<file path="config.mk">
export PLATFORM = sky130hd
export DESIGN_NAME = lfu_cache_table
export DESIGN_NICKNAME = d
export VERILOG_FILES = /design/src/lfu_pkg.sv /design/src/lfu_cache_table.sv /design/src/lfu_ctrl.sv /design/src/lfu_dpath.sv
export SDC_FILE = /design/constraint.sdc
export NUM_CORES = 2
export LEC_CHECK = 0
export ABC_CLOCK_PERIOD_IN_PS = 9100
export BUFFER_PORTS_ARGS = -buffer_cell sky130_fd_sc_hd__clkbuf_2
export CORE_MARGIN = 1.5
export CORE_UTILIZATION = 38
export CTS_BUF_LIST = sky130_fd_sc_hd__clkbuf_4
export DETAILED_ROUTE_END_ITERATION = 8
export PLACE_DENSITY_LB_ADDON = 0.3
export REMOVE_ABC_BUFFERS = 1
export SLEW_MARGIN = 5
export SYNTH_ARGS = -nofsm -noshare
export SYNTH_HDL_FRONTEND = slang
export SYNTH_SLANG_ARGS = --single-unit
export TNS_END_PERCENT = 100
</file>
<file path="constraint.sdc">
create_clock -name i_clk -period 9.1 [get_ports i_clk]
set_input_delay 2.73 -clock i_clk [delete_from_list [all_inputs] [get_ports i_clk]]
set_output_delay 2.73 -clock i_clk [all_outputs]
set_load 0.01 [all_outputs]
</file>
<file path="src/lfu_pkg.sv">
// ----------------------------------------------------------------------------
// lfu_pkg
// shared types and constants of the lfu cache table: item formats, table
// entry layout, controller commands and datapath status
// ----------------------------------------------------------------------------
package lfu_pkg;

    localparam int MAX_ENTRIES = 16;
    localparam int IDX_W       = (MAX_ENTRIES > 1) ? $clog2(MAX_ENTRIES) : 1;
    localparam int CNT_W       = $clog2(MAX_ENTRIES + 1);
    localparam int CAP_W       = 5;
    localparam int USE_W       = (CNT_W > CAP_W) ? CNT_W : CAP_W;
    localparam int DATA_W      = 32;
    localparam int COUNT_W     = 16;
    localparam int STAMP_W     = 32;

    typedef logic [IDX_W-1:0]   t_idx;
    typedef logic [CNT_W-1:0]   t_cnt;
    typedef logic [CAP_W-1:0]   t_cap;
    typedef logic [USE_W-1:0]   t_use;
    typedef logic [COUNT_W-1:0] t_count;
    typedef logic [STAMP_W-1:0] t_stamp;

    localparam logic                     OP_GET     = 1'b0;
    localparam logic                     OP_PUT     = 1'b1;
    localparam t_cap                     CAP_RESET  = 5'd16;
    localparam t_count                   COUNT_MAX  = '1;
    localparam t_count                   COUNT_ONE  = 16'd1;
    localparam logic signed [DATA_W-1:0] MISS_VALUE = '1;

    typedef struct packed {
        logic                     opcode;
        logic signed [DATA_W-1:0] lookup_key;
        logic signed [DATA_W-1:0] store_value;
    } t_in_item;

    typedef struct packed {
        logic                     hit;
        logic signed [DATA_W-1:0] read_value;
        logic                     evicted;
    } t_out_item;

    typedef struct packed {
        logic signed [DATA_W-1:0] key;
        logic signed [DATA_W-1:0] value;
        t_count                   use_count;
        t_stamp                   stamp;
    } t_entry;

    typedef struct packed {
        logic start;
        logic scan;
        logic commit;
    } t_cmd;

    typedef struct packed {
        logic scan_done;
        logic out_free;
    } t_sts;

endpackage

</file>
<file path="src/lfu_cache_table.sv">
// items: one in flight; a new item is taken only after the last one's result is
//   committed to the output register; the scan reads one table entry per cycle
//   through the single read port
// reset: synchronous active low; empties the table, zeroes the stamp counter and
//   sets the capacity to 16; no clearing pass is needed
// ----------------------------------------------------------------------------
// lfu_cache_table
// key-value cache with least-frequently-used replacement, oldest stamp
// breaking ties between equal use counts
// ----------------------------------------------------------------------------
module lfu_cache_table (
    input  logic               i_clk,
    input  logic               i_rst_n,
    input  logic               i_in_valid,
    output logic               o_in_stall,
    input  lfu_pkg::t_in_item  i_in_item,
    output logic               o_out_valid,
    input  logic               i_out_stall,
    output lfu_pkg::t_out_item o_out_item,
    input  logic               i_cfg_we,
    input  lfu_pkg::t_cap      i_cfg_wdata
);

    lfu_pkg::t_cmd cmd;
    lfu_pkg::t_sts sts;

    lfu_ctrl u_ctrl (
        .i_clk      (i_clk),
        .i_rst_n    (i_rst_n),
        .i_in_valid (i_in_valid),
        .o_in_stall (o_in_stall),
        .i_sts      (sts),
        .o_cmd      (cmd)
    );

    lfu_dpath u_dpath (
        .i_clk       (i_clk),
        .i_rst_n     (i_rst_n),
        .i_cmd       (cmd),
        .o_sts       (sts),
        .i_in_item   (i_in_item),
        .i_out_stall (i_out_stall),
        .o_out_valid (o_out_valid),
        .o_out_item  (o_out_item),
        .i_cfg_we    (i_cfg_we),
        .i_cfg_wdata (i_cfg_wdata)
    );

endmodule

</file>
<file path="src/lfu_ctrl.sv">
// ----------------------------------------------------------------------------
// lfu_ctrl
// sequencer of the lfu cache table: takes an item, runs the table scan and
// commits the update once the output register can take the result
// ----------------------------------------------------------------------------
module lfu_ctrl (
    input  logic          i_clk,
    input  logic          i_rst_n,
    input  logic          i_in_valid,
    output logic          o_in_stall,
    input  lfu_pkg::t_sts i_sts,
    output lfu_pkg::t_cmd o_cmd
);

    typedef enum logic [1:0] {
        ST_IDLE,
        ST_SCAN,
        ST_FINISH
    } t_state;

    t_state r_state;
    t_state n_state;
    logic   r_in_stall;
    logic   accept;

    assign accept     = i_in_valid && !r_in_stall;
    assign o_in_stall = r_in_stall;

    always_comb begin
        o_cmd.start  = accept;
        o_cmd.scan   = (r_state == ST_SCAN);
        o_cmd.commit = (r_state == ST_FINISH) && i_sts.out_free;
    end

    always_comb begin
        n_state = r_state;
        unique case (r_state)
            ST_IDLE: begin
                if (accept) begin
                    n_state = ST_SCAN;
                end
            end
            ST_SCAN: begin
                if (i_sts.scan_done) begin
                    n_state = ST_FINISH;
                end
            end
            ST_FINISH: begin
                if (i_sts.out_free) begin
                    n_state = ST_IDLE;
                end
            end
            default: n_state = ST_IDLE;
        endcase
    end

    always_ff @(posedge i_clk) begin
        if (!i_rst_n) begin
            r_state    <= ST_IDLE;
            r_in_stall <= 1'b0;
        end else begin
            r_state <= n_state;
            if (accept) begin
                r_in_stall <= 1'b1;
            end else if (o_cmd.commit) begin
                r_in_stall <= 1'b0;
            end
        end
    end

endmodule

</file>
<file path="src/lfu_dpath.sv">
// ----------------------------------------------------------------------------
// lfu_dpath
// entry table, scan trackers for key match, victim and free slot, stamp
// counter, capacity register and the output register
// ----------------------------------------------------------------------------
module lfu_dpath (
    input  logic               i_clk,
    input  logic               i_rst_n,
    input  lfu_pkg::t_cmd      i_cmd,
    output lfu_pkg::t_sts      o_sts,
    input  lfu_pkg::t_in_item  i_in_item,
    input  logic               i_out_stall,
    output logic               o_out_valid,
    output lfu_pkg::t_out_item o_out_item,
    input  logic               i_cfg_we,
    input  lfu_pkg::t_cap      i_cfg_wdata
);

    lfu_pkg::t_entry           r_mem [lfu_pkg::MAX_ENTRIES];
    logic [lfu_pkg::MAX_ENTRIES-1:0] r_valid;

    lfu_pkg::t_cap             r_cap;
    lfu_pkg::t_stamp           r_stamp_ctr;
    lfu_pkg::t_in_item         r_item;

    lfu_pkg::t_cnt             r_addr;
    logic                      r_rd_vld;
    lfu_pkg::t_idx             r_rd_idx;
    lfu_pkg::t_entry           r_rd_entry;

    logic                      r_hit;
    lfu_pkg::t_idx             r_hit_slot;
    logic signed [lfu_pkg::DATA_W-1:0] r_hit_value;
    lfu_pkg::t_count           r_hit_count;
    logic                      r_vic_found;
    lfu_pkg::t_idx             r_vic_slot;
    lfu_pkg::t_count           r_vic_count;
    lfu_pkg::t_stamp           r_vic_stamp;
    logic                      r_free_found;
    lfu_pkg::t_idx             r_free_slot;
    lfu_pkg::t_cnt             r_used;

    logic                      r_out_valid;
    lfu_pkg::t_out_item        r_out_item;

    logic                      rd_issue;
    logic                      rd_live;
    logic                      key_match;
    logic                      vic_better;
    logic                      is_put;
    logic                      full;
    logic                      evict;
    logic                      wr_en;
    lfu_pkg::t_idx             wr_slot;
    lfu_pkg::t_entry           wr_entry;
    lfu_pkg::t_out_item        res;

    assign rd_issue  = i_cmd.scan && (r_addr != lfu_pkg::t_cnt'(lfu_pkg::MAX_ENTRIES));
    assign rd_live   = r_rd_vld && r_valid[r_rd_idx];
    assign key_match = (r_rd_entry.key == r_item.lookup_key);
    assign vic_better = !r_vic_found
        || (r_rd_entry.use_count < r_vic_count)
        || ((r_rd_entry.use_count == r_vic_count) && (r_rd_entry.stamp < r_vic_stamp));

    always_comb begin
        o_sts.scan_done = (r_addr == lfu_pkg::t_cnt'(lfu_pkg::MAX_ENTRIES)) && !r_rd_vld;
        o_sts.out_free  = !r_out_valid || !i_out_stall;
    end

    // occupancy at or above the capacity, capacity above the table size saturates
    assign is_put = (r_item.opcode == lfu_pkg::OP_PUT);
    assign full   = (lfu_pkg::t_use'(r_used) >= lfu_pkg::t_use'(r_cap))
        || (r_used == lfu_pkg::t_cnt'(lfu_pkg::MAX_ENTRIES));
    assign evict  = is_put && (r_cap != '0) && !r_hit && full && r_vic_found;

    always_comb begin
        wr_en = 1'b0;
        if (!is_put) begin
            wr_en = r_hit;
        end else if (r_cap != '0) begin
            wr_en = r_hit || evict || r_free_found;
        end
        wr_en = wr_en && i_cmd.commit;

        if (r_hit) begin
            wr_slot = r_hit_slot;
        end else if (evict) begin
            wr_slot = r_vic_slot;
        end else begin
            wr_slot = r_free_slot;
        end

        wr_entry.key   = r_item.lookup_key;
        wr_entry.value = is_put ? r_item.store_value : r_hit_value;
        wr_entry.stamp = r_stamp_ctr;
        if (!r_hit) begin
            wr_entry.use_count = lfu_pkg::COUNT_ONE;
        end else if (r_hit_count == lfu_pkg::COUNT_MAX) begin
            wr_entry.use_count = r_hit_count;
        end else begin
            wr_entry.use_count = r_hit_count + lfu_pkg::COUNT_ONE;
        end

        res.hit        = r_hit;
        res.read_value = (!is_put && r_hit) ? r_hit_value : lfu_pkg::MISS_VALUE;
        res.evicted    = evict;
    end

    // entry table
    always_ff @(posedge i_clk) begin
        if (wr_en) begin
            r_mem[wr_slot] <= wr_entry;
        end
        if (rd_issue) begin
            r_rd_entry <= r_mem[r_addr[lfu_pkg::IDX_W-1:0]];
        end
    end

    // control state
    always_ff @(posedge i_clk) begin
        if (!i_rst_n) begin
            r_valid      <= '0;
            r_cap        <= lfu_pkg::CAP_RESET;
            r_stamp_ctr  <= '0;
            r_addr       <= '0;
            r_rd_vld     <= 1'b0;
            r_hit        <= 1'b0;
            r_vic_found  <= 1'b0;
            r_free_found <= 1'b0;
            r_used       <= '0;
            r_out_valid  <= 1'b0;
        end else begin
            if (i_cfg_we) begin
                r_cap <= i_cfg_wdata;
            end
            if (wr_en) begin
                r_valid[wr_slot] <= 1'b1;
                r_stamp_ctr      <= r_stamp_ctr + lfu_pkg::t_stamp'(1);
            end
            r_rd_vld <= rd_issue;
            if (i_cmd.start) begin
                r_addr       <= '0;
                r_hit        <= 1'b0;
                r_vic_found  <= 1'b0;
                r_free_found <= 1'b0;
                r_used       <= '0;
            end else begin
                if (rd_issue) begin
                    r_addr <= r_addr + lfu_pkg::t_cnt'(1);
                end
                if (rd_live) begin
                    r_used <= r_used + lfu_pkg::t_cnt'(1);
                    if (key_match && !r_hit) begin
                        r_hit <= 1'b1;
                    end
                    if (vic_better) begin
                        r_vic_found <= 1'b1;
                    end
                end else if (r_rd_vld && !r_free_found) begin
                    r_free_found <= 1'b1;
                end
            end
            if (i_cmd.commit) begin
                r_out_valid <= 1'b1;
            end else if (!i_out_stall) begin
                r_out_valid <= 1'b0;
            end
        end
    end

    // payload
    always_ff @(posedge i_clk) begin
        if (i_cmd.start) begin
            r_item <= i_in_item;
        end
        if (rd_issue) begin
            r_rd_idx <= r_addr[lfu_pkg::IDX_W-1:0];
        end
        if (rd_live) begin
            if (key_match && !r_hit) begin
                r_hit_slot  <= r_rd_idx;
                r_hit_value <= r_rd_entry.value;
                r_hit_count <= r_rd_entry.use_count;
            end
            if (vic_better) begin
                r_vic_slot  <= r_rd_idx;
                r_vic_count <= r_rd_entry.use_count;
                r_vic_stamp <= r_rd_entry.stamp;
            end
        end else if (r_rd_vld && !r_free_found) begin
            r_free_slot <= r_rd_idx;
        end
        if (i_cmd.commit) begin
            r_out_item <= res;
        end
    end

    assign o_out_valid = r_out_valid;
    assign o_out_item  = r_out_item;

endmodule

</file>
---- After elaboration in Yosys (flattened, before gate mapping) ----
Memories as Yosys holds them, arrays and structs flattened. A register that Yosys moved wholly into a read port is not among the register bits.
Cells that the tools add are included.
word-level totals
  bits in registers ....................... 282
  memory bits (writable) .................. 1,792
  input bits .............................. 75
  output and inout port bits .............. 36
  word-level logic and storage cells ...... 110
  memories kept ........................... 1
memory list
  name           depth  width  rd ports  clocked after memory_dff  wr ports  RTL line         source
  u_dpath.r_mem  16     112    1         1                         1         lfu_dpath.sv:19  lfu_pkg::t_entry r_mem [lfu_pkg::MAX_ENTRIES];
operators by class
  $add $sub $neg .......................... 4
  $lt $le $gt $ge ......................... 6
  equality and inequality tests ........... 12
  mux-type cells .......................... 21
  bitwise logic cells ..................... 3
  reduce and logical (&&, ||, !) cells .... 37
operators with widths
  operator               number
  $add 32x1->32 const B  1
  $eq 32x32->1           1
  $lt 32x32->1           1
  $mux 16                2
  $mux 32                1
  $add 16x1->16 const B  1
  $eq 16x16->1           1
  $eq 16x16->1 const B   1
  $lt 16x16->1           1
  $or 16x16->16          1
  $logic_and 1x1->1      15
  $add 5x1->5 const B    2
  $eq 5x5->1 const B     2
  $lt 4x5->1 const B     2
  $mux 1                 10
  $logic_not 1->1        8
  $mux 4                 2
  $logic_or 1x1->1       6
  $mux 2                 3
  $ne 2x1->1 const B     3
  $pmux 2 s3             1
  $reduce_and 2->1       3
  $ge 5x5->1             1
  $ne 5x5->1 const B     1
  other kinds (12)       13

---- Logic depth before layout (Yosys ltp) ----
  depth in word-level cells ............... 12
  mapped depth ............................ 11

---- Modules after synthesis ----
Synthesis repeated with hierarchy kept, for this count alone.
second synthesis, totals
  cells, all modules ...................... 3,567
  area total of the unflattened synthesis .. 82,719.3 sq um
by module, submodules not included
  module     times used  cells each  area an instance (sq um)  seq. area each (sq um)
  lfu_dpath  1           3,550       82,557.9                  64,872.2
  lfu_ctrl   1           17          161.4                     60.1

---- Worst setup path before layout ----
OpenSTA, ideal clock, no wires.
  path kind ............................... input-to-reg
  start point ............................. in i_out_stall
  end point ............................... mem u_dpath.r_mem[10][0] (netlist name), enable pin
  setup time .............................. 586 ps
  arrival time ............................ 8,542 ps
  required time ........................... 8,514 ps
  slack ................................... -27 ps
  cell stages on the path ................. 8
  path buffers ............................ 2
  cell sequence ........................... nand2_1 nand2b_1 a211oi_1 a21oi_1 buf_2 or3_1 buf_6 nor2_1
between the ends
  longest elaborated chain between the ends .. 6
RTL lines
  what                          RTL line               source
  from (decl)                   lfu_cache_table.sv:18  input logic i_out_stall,
  $logic_not 1->1               lfu_dpath.sv:67        o_sts.out_free = !r_out_valid || !i_out_stall;
  $logic_or 1x1->1              lfu_dpath.sv:67
  $logic_and 1x1->1             lfu_ctrl.sv:32         o_cmd.commit = (r_state == ST_FINISH) && i_sts.out_free;
  $logic_and 1x1->1             lfu_dpath.sv:83        wr_en = wr_en && i_cmd.commit;
  $mux 1                        lfu_dpath.sv:111       if (wr_en) begin
  $mux 1 (not written as such)  lfu_dpath.sv:112       r_mem[wr_slot] <= wr_entry;
  to (decl)                     lfu_dpath.sv:19
Every way passes these cells.

---- Final worst setup path ----
  start point ............................. in i_out_stall
  end point ............................... mem u_dpath.r_mem[4][51] (netlist name), enable pin
Same word-level chain as after synthesis.

==> results.py <==
metrics = {
    "cts": {
        "cts_tree": "done",
        "cts_hold_buf": 0,
        "cts_buffers": 582,
        "clock_sinks": 2186,
        "cts_max_level": 6,
        "insertion_delay_ps": 1320,
        "root_buffer": "clkbuf_4",
        "clock_path_buffers": 4,
        "clkSlewWorstSetupHoldPaths_ps": 50,
        "postCtsSetupBuffers": 0,
        "cts-resized-gates": 0,
    },
    "layout": {
        "drive_gt1_frac": 0.370,
        "fin_nets": 4299,
        "area.growth.synth_to_final_pct": 13.6,
        "fillers": 18514,
        "fin_area_sq_mm": 0.0939,
    },
    "yosys": {
        "syn-cell-area_sq_mm": 0.0826,
        "syn_area_per_cell_sq_um": 23.2,
        "synth_flop_cell": "edfxtp_1",
        "syn_inst": 3566,
        "yosysWarnings": 0,
        "synth_cell_type_count": 55,
        "synth_edf_count": 2115,
        "synth_seq_cells": 2186,
        "async_flop_share": 0,
        "ys_seq_area_frac": 0.786,
    },
    "detailed_routing": {
        "ant_nets": 0,
        "routedWlPerCell_um": 24.4,
        "drtIter0Drc": 3019,
        "vias_per_cell": 5.21,
        "drt-total-wl_um": 180000,
        "drt-pass1-iter-count": 5,
        "vias": 38430,
        "drc_errors": 0,
    },
    "placed_design": {
        "port_buffers": 110,
        "dp.final_hpwl_um": 90400,
        "dpl_cell_area_sq_mm": 0.0870,
        "place.gp.congestion": 0.745,
    },
    "pwr": {
        "cellPowerDensity_mw_per_mm2": 212,
        "pwr-share-seq": 0.560,
        "p_int_mw": 15.7,
        "switching_share": 0.212,
        "ir_worst_vdd_v": 0.000126,
        "power_leakage_nw": 29.3,
        "p_clk_frac": 0.409,
        "comb_power_share": 0.031,
        "p_sw_mw": 4.23,
        "total_power_mw": 19.9,
    },
    "floorplan": {
        "die_area_sq_mm": 0.220,
        "die_w_um": 469,
        "die_height_um": 469,
        "core_region_area_sq_mm": 0.215,
        "placementRows": 170,
        "initial_core_util": 0.384,
        "pin_count": 111,
    },
    "timing": {
        "finalSetupViolCount": 0,
        "rsz0062_at_grt": "no",
        "hold_ws_ps": 395,
        "maxSlewViolCount": 0,
        "worstMarginPinSlew_ps": 1180,
        "slew_headroom": 0.214,
        "final.min_clock_period_ps": 5170,
        "finalHoldViolations": 0,
        "fin_skew_ps": 79.1,
        "finalCritPeriodShare": 0.568,
        "tns_ps": 0,
        "fmax_mhz": 193,
    },
    "critical_path": {
        "slowest_stage": "nor2_4",
        "critical-path-max-stage-delay_ps": 940,
        "arrival_ps": 6060,
        "r2r_setup_slack_ps": 4610,
        "cp.required_ps": 9990,
        "cp_max_fo": 59,
        "crit_path_end_kind": "flip-flop",
        "crit_path_start_kind": "input pin",
        "reg2regPathDepth": 9,
        "path_class": "in2reg",
        "crit_chain": "clkbuf_2 > nand2_1 > nand2b_1 > a211oi_1 > a21o_1 > nand3b_1 > nor2_4 > buf_12",
    },
    "global_routing": {
        "grt_usage": 0.163,
        "grt_max_degree": 121,
        "grt_pass1_vias": 40737,
        "grt_pass1_wl_um": 266000,
        "antenna_found_initial": 10,
        "grt_overflow": 0,
    },
    "worst_hold_path": {
        "hold_class": "reg2reg",
        "whs_path_depth": 0,
    },
    "status": {
        "outcome": "complete, no violations",
    },
    "run": {
        "cap_violations": 0,
    },
}
==> worst max-delay path: cells and delay by family <==
kind	cells	cell delay, ps
AND/OR/NAND/NOR	4	1990
AO/OA/AOI/OAI	2	640
buffers and inverters	2	560
==> per-stage QoR <==
step | setup WS [ps] | std cells | util
after floorplan | -15540 | 3409 | -
after global placement | 2570 | 6420 | 0.404
after detailed placement | 2580 | 6420 | 0.404
after CTS | 4040 | 7368 | 0.436
after global routing | 3830 | 7375 | 0.436
final | 3930 | 7379 | 0.436
==> per-layer routing <==
layer | GRT usage | vias to the layer above | share of wire | wire [um]
met3 | 0.0369 | 271 | 0.056 | 10100
met1 | 0.219 | 20333 | 0.43 | 77700
met4 | 0.0557 | 6 | 0.022 | 3900
li1 | - | 16621 | - | -
met2 | 0.262 | 1199 | 0.49 | 88200
met5 | 0 | - | 0.00022 | 40
==> cells in the final DEF, fill, tap and decap left out, types with 7 or more instances in the layout <==
master / count
buf_4: 43
xor2_1: 29
clkbuf_2: 110
a21oi_1: 28
dfxtp_1: 67
nand4_1: 28
nand3_1: 24
ha_1: 58
clkinv_1: 81
nor2_4: 17
edfxtp_1: 2115
nand2_1: 61
inv_2: 20
nor3_1: 16
o21ai_0: 27
clkbuf_4: 831
and3_1: 8
or3_1: 40
a21o_1: 7
buf_12: 20
nor2_1: 74
mux4_2: 565
mux2_2: 32
nand2b_1: 10
diode_2: 11
clkinv_2: 12
inv_1: 61
mux2i_1: 12
xnor2_1: 38
nor4_1: 12
==> Yosys cell counts (3+ instances only) <==
cell type | number | area share
edfxtp_1 | 2115 | 0.77
mux4_2 | 565 | 0.15
clkbuf_1 | 101 | 0.0046
nor2_1 | 91 | 0.0041
dfxtp_1 | 71 | 0.017
inv_1 | 64 | 0.0029
nand2_1 | 61 | 0.0028
ha_1 | 58 | 0.0088
or3_1 | 40 | 0.0030
xnor2_1 | 38 | 0.0040
mux2_2 | 32 | 0.0044
a21oi_1 | 29 | 0.0018
xor2_1 | 29 | 0.0031
buf_1 | 28 | 0.0013
nand4_1 | 28 | 0.0021
o21ai_0 | 27 | 0.0016
buf_2 | 26 | 0.0016
nand3_1 | 24 | 0.0015
nor3_1 | 17 | 0.0010
mux2i_1 | 12 | 0.0015
nor4_1 | 12 | 0.00091
nand2b_1 | 10 | 0.00076
and3_1 | 8 | 0.00061
a21o_1 | 7 | 0.00064
a211oi_1 | 6 | 0.00055
and2_1 | 6 | 0.00045
nor2b_1 | 6 | 0.00045
o21ai_1 | 6 | 0.00036
o21ai_2 | 5 | 0.00053
a41oi_1 | 4 | 0.00042
nor3b_1 | 4 | 0.00036
a31oi_1 | 3 | 0.00023
and4_1 | 3 | 0.00032
nand3b_1 | 3 | 0.00027
==> final timing paths <==
| path | startpoint | end |
|---|---|---|
| max reg2reg | u_dpath.r_used[0]$_SDFFE_PP0P_ | u_dpath.r_mem[14][59]$_DFFE_PP_ |
| min reg2reg | u_dpath.r_rd_entry[69]$_DFFE_PP_ | u_dpath.r_hit_value[21]$_DFFE_PP_ |
| max | i_out_stall | u_dpath.r_mem[4][51]$_DFFE_PP_ |
| min | u_dpath.r_rd_entry[69]$_DFFE_PP_ | u_dpath.r_hit_value[21]$_DFFE_PP_ |
==> final cells by class <==
type,count,area (sq um),area share
Antenna cell,11,27.5,0.000293
Clock buffer,831,6240,0.0665
Clock inverter,117,612,0.00652
Inverter,64,243,0.00259
Multi-Input combinational cell,1159,17000,0.181
Sequential cell,2186,64900,0.692
Tap cell,2838,3550,0.0378
Timing Repair Buffer,173,1270,0.0136
==> power by group through the flow <==
| stage | combinational, mW | sequential [mW] | clock [mW] |
|---|---|---|---|
| detailed placement | 0.630 | 11.4 | 0 |
| finish | 0.611 | 11.1 | 8.15 |
| global route | 0.668 | 11.2 | 8.93 |
| global placement | 0.627 | 11.4 | 0 |
| CTS | 0.632 | 11.1 | 8.43 |
| floorplan | 0.638 | 11.4 | 0 |
==> cells by family (layout without fill, tap and decap cells) <==
kind of cell | Yosys count | after routing | synth area share
DFF | 2186 | 2186 | 0.786
muxes | 610 | 610 | 0.160
and+or+nand+nor | 323 | 323 | 0.0198
buffers and inverters | 221 | 1185 | 0.0106
AOI/OAI and AO/OA | 101 | 101 | 0.00772
xor gates and xnor gates | 67 | 67 | 0.00710
adders and majority gates | 58 | 58 | 0.00878
other | 0 | 11 | 0
==> sequential cells by signal, summed over array words and instances (netlist names), 5 cells and up <==
register	count
u_dpath.r_rd_entry	112
u_dpath.r_mem	1792
u_dpath.r_item	64
u_dpath.r_vic_count	16
u_dpath.r_hit_value	32
u_dpath.o_out_item	34
u_dpath.r_addr	5
u_dpath.r_cap	5
u_dpath.r_stamp_ctr	32
u_dpath.r_vic_stamp	32
u_dpath.r_used	5
u_dpath.r_valid	16
u_dpath.r_hit_count	16
Note: power is estimated with default switching activity, not from simulation.
